**src/hdl/svl_pkg.sv**
```systemverilog
// ----------------------------------------------------------------------------
// Sorted unique value list: shared package
// Sizes, codes and the command and status bundles between the controller and
// the datapath.
// ----------------------------------------------------------------------------
`default_nettype none

package svl_pkg;

  // List storage.
  localparam int CAPACITY = 512;
  localparam int ADDR_W   = $clog2(CAPACITY);
  localparam int CNT_W    = $clog2(CAPACITY + 1);

  // Field widths of the stream words.
  localparam int VAL_W      = 16;
  localparam int POS_W      = 9;
  localparam int ENTRY_W    = 10;
  localparam int KIND_W     = 2;
  localparam int STAT_W     = 2;
  localparam int IN_DATA_W  = 32;
  localparam int OUT_DATA_W = 32;
  localparam int OUT_PAD_W  = OUT_DATA_W - VAL_W - ENTRY_W - STAT_W;

  // Configuration register reset values.
  localparam logic [VAL_W-1:0] FLOOR_RESET   = 16'd3;
  localparam logic [VAL_W-1:0] CEILING_RESET = 16'd6000;

  // Operation carried in tuser.
  typedef enum logic [KIND_W-1:0] {
    KIND_INSERT = 2'd0,
    KIND_DELETE = 2'd1,
    KIND_READ   = 2'd2,
    KIND_NOP    = 2'd3
  } kind_t;

  // Result status.
  typedef enum logic [STAT_W-1:0] {
    ST_DONE  = 2'd0,
    ST_DUP   = 2'd1,
    ST_FULL  = 2'd2,
    ST_RANGE = 2'd3
  } status_t;

  // Configuration register indexes.
  typedef enum logic {
    REG_FLOOR   = 1'b0,
    REG_CEILING = 1'b1
  } reg_index_t;

  // What the datapath does with a word when it returns from the memory.
  typedef enum logic [1:0] {
    RD_FETCH,
    RD_SCAN,
    RD_UP,
    RD_DOWN
  } rd_op_t;

  // Pointer update.
  typedef enum logic [2:0] {
    PTR_HOLD,
    PTR_INC,
    PTR_DEC,
    PTR_ZERO,
    PTR_COUNT,
    PTR_POS,
    PTR_POS_NEXT
  } ptr_sel_t;

  // Source of the result value.
  typedef enum logic [1:0] {
    VAL_ZERO,
    VAL_CLAMP,
    VAL_FETCH
  } val_sel_t;

  // Controller states.
  typedef enum logic [3:0] {
    S_IDLE,
    S_DECODE,
    S_SCAN,
    S_SCAN_END,
    S_SHIFT_UP,
    S_PLACE,
    S_SHIFT_DOWN,
    S_READ,
    S_FINISH
  } state_t;

  // Controller to datapath.
  typedef struct packed {
    logic     load;
    logic     issue;
    rd_op_t   rd_op;
    ptr_sel_t ptr_sel;
    logic     place;
    logic     shrink;
    logic     finish;
    status_t  res_status;
    val_sel_t res_sel;
  } cmd_t;

  // Datapath to controller.
  typedef struct packed {
    kind_t kind;
    logic  pos_bad;
    logic  ptr_lt_count;
    logic  ptr_gt_slot;
    logic  dup;
    logic  full;
    logic  out_busy;
  } stat_t;

endpackage

`default_nettype wire

```
**src/hdl/svl_ctrl.sv**
```systemverilog
// ----------------------------------------------------------------------------
// Sorted unique value list: controller
// Sequences the scan, shift, place and read steps of one word at a time.
// ----------------------------------------------------------------------------
`default_nettype none

module svl_ctrl
  import svl_pkg::*;
(
  input  wire   clk,
  input  wire   rst,
  input  wire   s_tvalid,
  output logic  s_tready,
  input  stat_t stat,
  output cmd_t  cmd
);

  state_t   state, state_next;
  status_t  res_status, res_status_next;
  val_sel_t res_sel, res_sel_next;

  // State and pending result registers.
  always_ff @(posedge clk) begin
    if (rst) begin
      state      <= S_IDLE;
      res_status <= ST_DONE;
      res_sel    <= VAL_ZERO;
    end else begin
      state      <= state_next;
      res_status <= res_status_next;
      res_sel    <= res_sel_next;
    end
  end

  // Next state and commands.
  always_comb begin
    state_next      = state;
    res_status_next = res_status;
    res_sel_next    = res_sel;
    s_tready        = 1'b0;
    cmd             = '0;
    cmd.rd_op       = RD_FETCH;
    cmd.ptr_sel     = PTR_HOLD;
    cmd.res_status  = res_status;
    cmd.res_sel     = res_sel;

    case (state)
      S_IDLE: begin
        s_tready = 1'b1;
        if (s_tvalid) begin
          cmd.load   = 1'b1;
          state_next = S_DECODE;
        end
      end

      S_DECODE: begin
        case (stat.kind)
          KIND_INSERT: begin
            cmd.ptr_sel = PTR_ZERO;
            state_next  = S_SCAN;
          end
          KIND_DELETE: begin
            if (stat.pos_bad) begin
              res_status_next = ST_RANGE;
              res_sel_next    = VAL_ZERO;
              state_next      = S_FINISH;
            end else begin
              cmd.ptr_sel = PTR_POS_NEXT;
              state_next  = S_SHIFT_DOWN;
            end
          end
          KIND_READ: begin
            if (stat.pos_bad) begin
              res_status_next = ST_RANGE;
              res_sel_next    = VAL_ZERO;
              state_next      = S_FINISH;
            end else begin
              cmd.ptr_sel = PTR_POS;
              state_next  = S_READ;
            end
          end
          default: begin
            res_status_next = ST_DONE;
            res_sel_next    = VAL_ZERO;
            state_next      = S_FINISH;
          end
        endcase
      end

      // Read every entry once; the datapath counts smaller ones and spots a match.
      S_SCAN: begin
        if (stat.ptr_lt_count) begin
          cmd.issue   = 1'b1;
          cmd.rd_op   = RD_SCAN;
          cmd.ptr_sel = PTR_INC;
        end else begin
          state_next = S_SCAN_END;
        end
      end

      S_SCAN_END: begin
        if (stat.dup) begin
          res_status_next = ST_DUP;
          res_sel_next    = VAL_CLAMP;
          state_next      = S_FINISH;
        end else if (stat.full) begin
          res_status_next = ST_FULL;
          res_sel_next    = VAL_CLAMP;
          state_next      = S_FINISH;
        end else begin
          cmd.ptr_sel = PTR_COUNT;
          state_next  = S_SHIFT_UP;
        end
      end

      // Move entries at and above the slot up by one, top first.
      S_SHIFT_UP: begin
        if (stat.ptr_gt_slot) begin
          cmd.issue   = 1'b1;
          cmd.rd_op   = RD_UP;
          cmd.ptr_sel = PTR_DEC;
        end else begin
          state_next = S_PLACE;
        end
      end

      S_PLACE: begin
        cmd.place       = 1'b1;
        res_status_next = ST_DONE;
        res_sel_next    = VAL_CLAMP;
        state_next      = S_FINISH;
      end

      // Move entries above the position down by one, bottom first.
      S_SHIFT_DOWN: begin
        if (stat.ptr_lt_count) begin
          cmd.issue   = 1'b1;
          cmd.rd_op   = RD_DOWN;
          cmd.ptr_sel = PTR_INC;
        end else begin
          cmd.shrink      = 1'b1;
          res_status_next = ST_DONE;
          res_sel_next    = VAL_ZERO;
          state_next      = S_FINISH;
        end
      end

      S_READ: begin
        cmd.issue       = 1'b1;
        cmd.rd_op       = RD_FETCH;
        res_status_next = ST_DONE;
        res_sel_next    = VAL_FETCH;
        state_next      = S_FINISH;
      end

      // Hand the result to the output register once it has room.
      S_FINISH: begin
        if (!stat.out_busy) begin
          cmd.finish = 1'b1;
          state_next = S_IDLE;
        end
      end

      default: begin
        state_next = S_IDLE;
      end
    endcase
  end

endmodule

`default_nettype wire

```
**config.mk**
```make
export PLATFORM = sky130hd
export DESIGN_NAME = svl_ctrl
export DESIGN_NICKNAME = d
export VERILOG_FILES = /design/src/hdl/svl_pkg.sv /design/src/hdl/svl_ctrl.sv
export SDC_FILE = /design/constraint.sdc
export NUM_CORES = 1
export LEC_CHECK = 0
export ABC_AREA = 1
export BUFFER_PORTS_ARGS = -buffer_cell sky130_fd_sc_hd__buf_4
export CORE_ASPECT_RATIO = 0.8
export CORE_UTILIZATION = 35
export CTS_CLUSTER_SIZE = 8
export DETAILED_ROUTE_END_ITERATION = 16
export PLACE_DENSITY = 0.58
export SETUP_SLACK_MARGIN = 0.2
export SYNTH_ARGS = -nofsm -noshare
export SYNTH_HDL_FRONTEND = slang
export SYNTH_SLANG_ARGS = --single-unit
```
**constraint.sdc**
```tcl
create_clock -name clk -period 1.66 [get_ports clk]
set_input_delay 0.332 -clock clk [delete_from_list [all_inputs] [get_ports clk]]
set_output_delay 0.332 -clock clk [all_outputs]
set_load 0.05 [all_outputs]
```
Word-level counts from Yosys, hierarchy flattened
Index checks and enable logic that the tools add are counted.

Bitwise gates (word level): 0. Reduce and logical (&&, ||, !) cells: 9. Multiplexer cells: 40. Shifts and indexed selects: 0. Div/mod/pow operators: 0. Add/subtract/negate cells: 0. Equal/unequal tests: 18. Order comparisons: 0. $mul: 0.

Operators by type and width (number): $mux W4 (9); $pmux W4 S8 (1); $mux W6 (3); $eq A4 B3 Y1 const B (4); $pmux W3 S5 (1); $reduce_and A5 Y1 (3); $mux W2 (7); $mux W3 (4); $ne A2 B2 Y1 const B (6); $pmux W3 S4 (1); $pmux W4 S3 (1); $pmux W2 S5 (1); $pmux W3 S3 (1); $eq A4 B2 Y1 const B (2); $mux W1 (8); $pmux W2 S2 (2); $pmux W2 S4 (1); $ne A3 B3 Y1 const B (2); $reduce_bool A5 Y1 (1); $eq A4 B1 Y1 const B (1); $eq A4 B4 Y1 const B (1); $logic_not A4 Y1 (1); $reduce_bool A4 Y1 (1); $reduce_or A2 Y1 (2); other kinds (3) (3).

Latch bits: 0. Input port bits: 11. Memories: 0. Bits in writable memories: 0. Flip-flop bits (word level): 8. Output and inout bits: 15. ROM bits: 0. Logic and storage cells: 70.

Depth between registers and ports, before layout
Gate-level depths: netlist (run 1).

Depth after elaboration: 4. Depth in mapped cells: 10. Gate-level depth less buffers: 10.

Least setup slack after synthesis (run 1)
Ideal clock, no wire load.

Path kind: register to output. Start point: register state[1]. End point: output cmd[4] (netlist bit). Buffers on the path: 0. Required time: 1.328 ns. Stages on the path, launching flop included: 4. Slack: -0.627 ns. Arrival time: 1.955 ns. Path through: dfxtp_1 > inv_1 > nand2_2 > nor4_1.

RTL lines: start, declared (RTL line svl_ctrl.sv:18) `state_t state, state_next;`; start signal, assigned (RTL line svl_ctrl.sv:29) `state <= state_next;`; end, declared (RTL line svl_ctrl.sv:15) `output cmd_t cmd`.

==> results.ini, run 1 <==
[grt]
use_met1_pct=33.1
busiest_layer=met2
use_met3_pct=7.04
grt_overflow=0
grt.total_usage_pct=26.5
grt_pass1_vias=893
antenna_found_initial=0
grt_max_degree=8
grt_use_met2_pct=47.3
grt_pass1_wl_um=3960

[placement]
io_buffers=25
dp_cells=171
place_congestion=0.908
place_hpwl_um=1640

[synthesis]
synth-simple-area-share_pct=49.0
synth_top_family_by_area=simple AND/OR/NAND/NOR gates
syn_area_per_cell_um2=5.72
yosysMostFrequentCell=nand2_1
synth-adder-area-share_pct=7.48
netlist.area_leader.share_pct=23.9
yosys_warnings=0
synth-edff-count=0
synthArstFlopShare_pct=0
netlist_area_um2=669
synthCells=117
ys_seq_area_share_pct=23.9
synth_commonest_cells=nand2_1 (33), nor2_1 (19), inv_1 (14)
synthMuxAreaShare_pct=0
synth_compound_area_share_pct=10.7
synthDistinctLibCells=16
ys_ff_latch=8
yosys_most_used_dff=dfxtp_1
ys_top_cells_by_area=dfxtp_1 (24%), nand2_1 (19%), nor2_1 (11%)
yosysTopAreaCell=dfxtp_1
syn-num-nets=132
synthXorXnorAreaFrac_pct=0

[clock_tree]
clk_latency_ns=0.26
path_clk_slew_ns=0.06
clockBufferDepth=2
cts_max_level=1
cts_tree=built
numCtsBuffers=3
cts_sinks=8
root_buffer=clkbuf_4

[setup_path]
r2r_slack_ns=0.04
crit_fanout=4
r2r_cells=12
worstPathArrival_ns=1.37
r2r_start=state[0]
worstPathRequired_ns=1.33
reg2reg_to=state[1]
slowest_stage=dfxtp_4
cp-end-kind=output port
worstPathCellList=inv_4 > nor2_4 > nand2_2 > nor2_4 > nand2_2 > nand2_2 > buf_8
max_stage_delay_ns=0.37
critPathLaunchType=register
worstSetupPathType=reg2out
cp_common_cell=nand2_2

[sta]
finalSetupViolCount=3
finalWorstSetupSlack_ns=-0.0433
slew_viol_final=0
slew_headroom_pct=84.9
tightest_slew_ns=0.225
clock_skew_ns=0.00361
post-route-min-period_ns=1.70
post-route-period-util_pct=103
rsz0062_at_grt=yes
finalHoldViolCount=0
fmax_ghz=0.587

[die]
ios=26
die_w_um=50.9
core_um2=1710
std_cell_rows=13
design.die.area_um2=2090
start_util_pct=39.2
fp.dieH_um=41.1

[cells_and_area]
stdcell_count=192
diodes=0
fin_nets=187
syn2layout_area_growth_pct=110
drive_gt1_share_pct=60.0

[detailed_routing]
totalWireLength_um=3320
drc_errors=0
routedWlPerCell_um=17.3
routed_via_density=5.41
antenna_left=0
first_pass_iters=4
drt-initial-drc-count=58
vias=1039

[power]
powerDensity_nw_per_um2=966
power_w=0.00136
pwr-share-clk_pct=11.3
p_leak_nw=0.707
sw_frac_of_total_pct=50.8
p_seq_share_pct=19.7
intPower_w=0.000668
p_switching_w=0.000689
vdd_drop_max_uv=748
combPwrFrac_pct=68.9

[status]
outcome=finished, violations left
violations=negative setup slack

[hold_path]
hold_end=state[1]
whs_path_depth=2
hold_class=in2reg
hold_start=rst

[flow_run]
maxCapViolCount=0

## area by class of cell
class                   count  area [um^2]
multi-input cells          93          646
repair buffers             50          465
fillers                    96          304
flip-flops and latches      8          175
inverters                  16         67.6
well taps                  22         27.5
clock buffers               3         22.5
## cells by family after synthesis
kind of cell,Yosys count
simple gates,76
buf+inv,16
compound gates,13
flops,8
fa+ha+maj,4
## placed cells by master, fill, tap and decap left out, drive strengths merged
cell type  count
nand2         34
nand3         13
dfxtp          8
nor4           2
nor2          24
nor3           1
o21ai          6
ha             4
a21oi          6
inv           16
clkbuf         3
nand4          2
buf           50
a21o           1
## per-stage QoR
| step | hold WS [ns] | setup WS [ns] | instance area [um^2] | setup TNS, ns | util, % |
|---|---|---|---|---|---|
| after floorplan | 0.394 | 0.108 | 732 | 0 | - |
| after global placement | 0.451 | 0.0923 | 1000 | 0 | 58.5 |
| after detailed placement | 0.453 | 0.0962 | 1000 | 0 | 58.5 |
| after CTS | 0.284 | -0.00206 | 1330 | -0.00206 | 78.0 |
| after global routing | 0.292 | -0.0759 | 1400 | -0.256 | 82.2 |
| final | 0.296 | -0.0433 | 1400 | -0.0750 | 82.2 |
## layer usage
layer / share of wire (%) / routed length (um) / vias up
met2: 49 / 1610 / 56
met5: 0 / 0 / -
met4: 2.9 / 97 / 0
li1: - / - / 484
met3: 6.0 / 199 / 10
met1: 42 / 1410 / 489
## power by group through the flow
stage | Combinational (W) | Clock, W | Sequential (W)
after global routing | 0.000975 | 0.000166 | 0.000271
after CTS | 0.000819 | 0.000151 | 0.000263
after floorplan | 0.000385 | 0 | 0.000324
after global placement | 0.000631 | 0 | 0.000265
after detailed placement | 0.000633 | 0 | 0.000266
final | 0.000935 | 0.000154 | 0.000268
## worst max-delay path by stage
stage / from / end / slack (ns) / depth (start not counted)
CTS: state[0] / cmd[8] / -0.002 / 7
finish: state[0] / cmd[9] / -0.04 / 7
floorplan: state[1] / cmd[11] / 0.11 / 5
global placement: state[1] / cmd[12] / 0.09 / 5
detailed placement: state[0] / cmd[7] / 0.1 / 7
global route: state[0] / cmd[9] / -0.08 / 7
## repair_timing
item                       CTS  global route
buffers inserted            15             3
gates resized for setup     59            17
pin swaps                   14            15
setup endpoints to repair   11            19
hold buffers                 0             0
## sequential cells by signal, summed over array words and instances (netlist names)
name,count
state,4
res_sel,2
res_status,2
## critical path: cells and delay by family, from the launching register on
kind,cells,cell delay (ns)
AND/OR/NAND/NOR,5,0.55
buffers and inverters,2,0.20
flip-flops,1,0.37
Note: power is estimated with default switching activity, not from simulation.
==> run 2, diff against run 1 <==
CELL_PAD_IN_SITES_DETAIL_PLACEMENT = 1   (was default)
CELL_PAD_IN_SITES_GLOBAL_PLACEMENT = 1   (was default)
CORE_UTILIZATION = 30   (was 35)
PLACE_DENSITY = 0.73   (was 0.58)
==> run 2 against run 1 <==
The flow now stops in global routing (5_1_grt); area after synthesis is the same; synthesized cell count unchanged.
==> results.ini, run 2 <==
[synthesis]
yosys_most_used_dff=dfxtp_1  ; unchanged
synthCells=117  ; unchanged
synth_commonest_cells=nand2_1 (33), nor2_1 (19), inv_1 (14)  ; unchanged
yosysMostFrequentCell=nand2_1  ; unchanged
syn-num-nets=132  ; unchanged
synthDistinctLibCells=16  ; unchanged
syn_area_per_cell_um2=5.72  ; unchanged
netlist.area_leader.share_pct=23.9  ; unchanged
ys_top_cells_by_area=dfxtp_1 (24%), nand2_1 (19%), nor2_1 (11%)  ; unchanged
synth-edff-count=0  ; unchanged
ys_ff_latch=8  ; unchanged
yosysTopAreaCell=dfxtp_1  ; unchanged
synthArstFlopShare_pct=0  ; unchanged
ys_seq_area_share_pct=23.9  ; unchanged
netlist_area_um2=669  ; unchanged
yosys_warnings=0  ; unchanged

[clock_tree]
cts_max_level=1  ; unchanged
clockBufferDepth=2  ; unchanged
cts_sinks=8  ; unchanged
numCtsBuffers=3  ; unchanged
root_buffer=clkbuf_4  ; unchanged

[placement]
io_buffers=25  ; unchanged
dp_cells=173  ; was 171
place_congestion=0.901  ; was 0.908
post_dp_cell_area_um2=1000  ; about the same
place_hpwl_um=2000  ; was 1640 um

[die]
die_w_um=54.8  ; was 50.9 um
ios=26  ; unchanged
start_util_pct=33.8  ; was 39.2%
std_cell_rows=14  ; was 13
fp.dieH_um=44.3  ; was 41.1 um

[grt]
antenna_found_initial=0
grt_max_degree=8

[sta]
crit_endpoint=cmd[8]
worstEpCategory=primary output

[status]
failed_stage=global routing (5_1_grt)
outcome=did not finish  ; was finished, violations left
tool.error=[ERROR DPL-0033] detailed placement checks failed during check placement.

==> run 2: stage by stage <==
| step | setup slack (ns) | utilization [%] |
|---|---|---|
| 3_3_place_gp | 0.0683 | 50.6 |
| 4_1_cts | 0.0467 | 63.4 |
| 2_1_floorplan | 0.108 | - |
| 3_5_place_dp | 0.0476 | 50.6 |
==> run 2: logic make-up after synthesis <==
logic type | Yosys count | share of synthesized area (%)
simple gates | 76 | 49.0
buf+inv | 16 | 8.97
compound gates | 13 | 10.7
flops | 8 | 23.9
fa+ha+maj | 4 | 7.48
==> run 2: timing repair <==
action	CTS
endpoints found under the setup margin	11
gates resized for setup	44
pin swaps	8
hold buffers	0
setup buffers	10
==> run 3, diff against run 2 <==
CELL_PAD_IN_SITES_DETAIL_PLACEMENT = default   (was 1)
CELL_PAD_IN_SITES_GLOBAL_PLACEMENT = default   (was 1)
CORE_AREA = 2 2 63 65   (was default)
CORE_ASPECT_RATIO = default   (was 0.8)
CORE_UTILIZATION = default   (was 30)
CTS_CLUSTER_SIZE = default   (was 8)
DIE_AREA = 0 0 65 67   (was default)
PLACE_DENSITY = default   (was 0.73)
PLACE_DENSITY_LB_ADDON = 0.15   (was default)
SETUP_SLACK_MARGIN = default   (was 0.2)
==> run 3 against run 2 <==
The run now ends clean.
==> results.ini, run 3 (same netlist as run 1, synthesis figures left out) <==
[status]
outcome=finished clean  ; was did not finish

[detailed_routing]
antenna_left=0
top_layer=met3
drc_errors=0
first_pass_iters=4
totalWireLength_um=2250
vias=868
drt-initial-drc-count=25
wl_met2_um=1060
drt-met1-wl_um=1060
met3_length_um=134
routed_via_density=4.17
routedWlPerCell_um=10.8

[cells_and_area]
post-route-util_pct=32.3
final_cell_mix=buf_4 (35), nand2_1 (29), nor2_1 (15), inv_1 (13), nand3_1 (11)
fin_nets=177
diodes=0
syn2layout_area_growth_pct=74.0
largest_register_ffs=4
finalInstanceArea_um2=1160
max_flop_register=state
drive_gt1_share_pct=43.8
reg_top3=state: 4 flops, res_sel: 2 flops, res_status: 2 flops
stdcell_count=208
final_common_cell=buf_4

[sta]
post-route-min-period_ns=1.61
slew_headroom_pct=81.3
timing.hold.ws_ns=0.312
tightest_slew_ns=0.279
rsz0062_at_grt=yes
slew_viol_final=0
clock_skew_ns=0.00153
post-route-period-util_pct=96.8
finalHoldViolCount=0
finalSetupViolCount=0
fmax_ghz=0.622

[clock_tree]
clockBufferDepth=2  ; unchanged
cts_sinks=8  ; unchanged
path_clk_slew_ns=0.04
root_buffer=clkbuf_8  ; was clkbuf_4
cts_max_level=1  ; unchanged
clk_latency_ns=0.22
postCtsHoldBufs=0  ; unchanged
cts_tree=built
numCtsBuffers=3  ; unchanged

[placement]
post_dp_cell_area_um2=982  ; was 1000 um^2
place_congestion=0.845  ; was 0.901
place_hpwl_um=1840  ; was 2000 um
dp_cells=196  ; was 173
io_buffers=25  ; unchanged

[setup_path]
worstPathRequired_ns=1.33
max_stage_delay_ns=0.38
critPathLaunchType=register
cp-end-kind=output port
crit_fanout=4
worstSetupPathType=reg2out
r2r_cells=10
slowest_stage=dfxtp_4
worstPathArrival_ns=1.27
worstPathCellList=inv_4 > nor2_2 > buf_4 > nand3_1 > nand2_2 > buf_6

[grt]
grt_max_degree=8
antenna_found_initial=0
grt_pass1_vias=922
grt_overflow=0
grt_pass1_wl_um=3910
grt.total_usage_pct=11.5

[die]
die_w_um=65  ; was 54.8 um
design.die.area_um2=4360
fp.dieH_um=67  ; was 44.3 um
core_um2=3610
ios=26  ; unchanged
start_util_pct=18.6  ; was 33.8%
std_cell_rows=22  ; was 14

[power]
powerDensity_nw_per_um2=1040
vdd_drop_max_uv=617
p_leak_nw=0.620

[hold_path]
hold_class=in2reg
whs_path_depth=2

[flow_run]
maxCapViolCount=0

-- run 3: worst paths after layout --
path / startpoint / end / slack [ns]
max: state[1] / cmd[11] / 0.05
min: rst / state[1] / 0.31
max reg2reg: state[2] / state[0] / 0.23
min reg2reg: res_sel[1] / res_sel[1] / 0.47
-- run 3: cell type report --
| cell class | count | area (um^2) |
|---|---|---|
| clock buffers | 3 | 41.3 |
| fillers | 396 | 2440 |
| inverters | 16 | 62.6 |
| multi-input cells | 93 | 512 |
| flip-flops and latches | 8 | 170 |
| well taps | 48 | 60.1 |
| repair buffers | 40 | 319 |
-- run 3: critical path: cells and delay by family, from the launching register on --
family / cells / cell delay (ns)
simple gates: 3 / 0.34
buf+inv: 3 / 0.34
flops: 1 / 0.38
-- run 3: repair_timing --
item                       CTS  global route
pin swaps                    3             3
gates resized for setup     16             9
buffers inserted             6             3
setup endpoints to repair    9            10
-- run 3: report_power, final --
group | leakage, nW | internal (W) | switching [W]
Clock | 0.0216 | 0.000156 | 0.0000669
Sequential | 0.0676 | 0.000232 | 0.0000355
Combinational | 0.531 | 0.000271 | 0.000444
Total | 0.620 | 0.000659 | 0.000547
-- run 3: metrics by stage --
stage          setup TNS (ns)  setup slack, ns  total power, W
2_1_floorplan          -0.102          -0.0675        0.000676
4_1_cts                     0          0.00121         0.00118
3_5_place_dp                0           0.0150        0.000870
5_1_grt               -0.0249          -0.0191         0.00130
3_3_place_gp         -0.00391         -0.00391        0.000872
6_report                    0           0.0535         0.00121
-- run 3: layer usage --
metal  GRT usage (%)  vias to the layer above
li1                -                      463
met1            14.5                      381
met2            19.7                       24
met3            3.55                        0
met4            1.06                        0
met5               0                        -
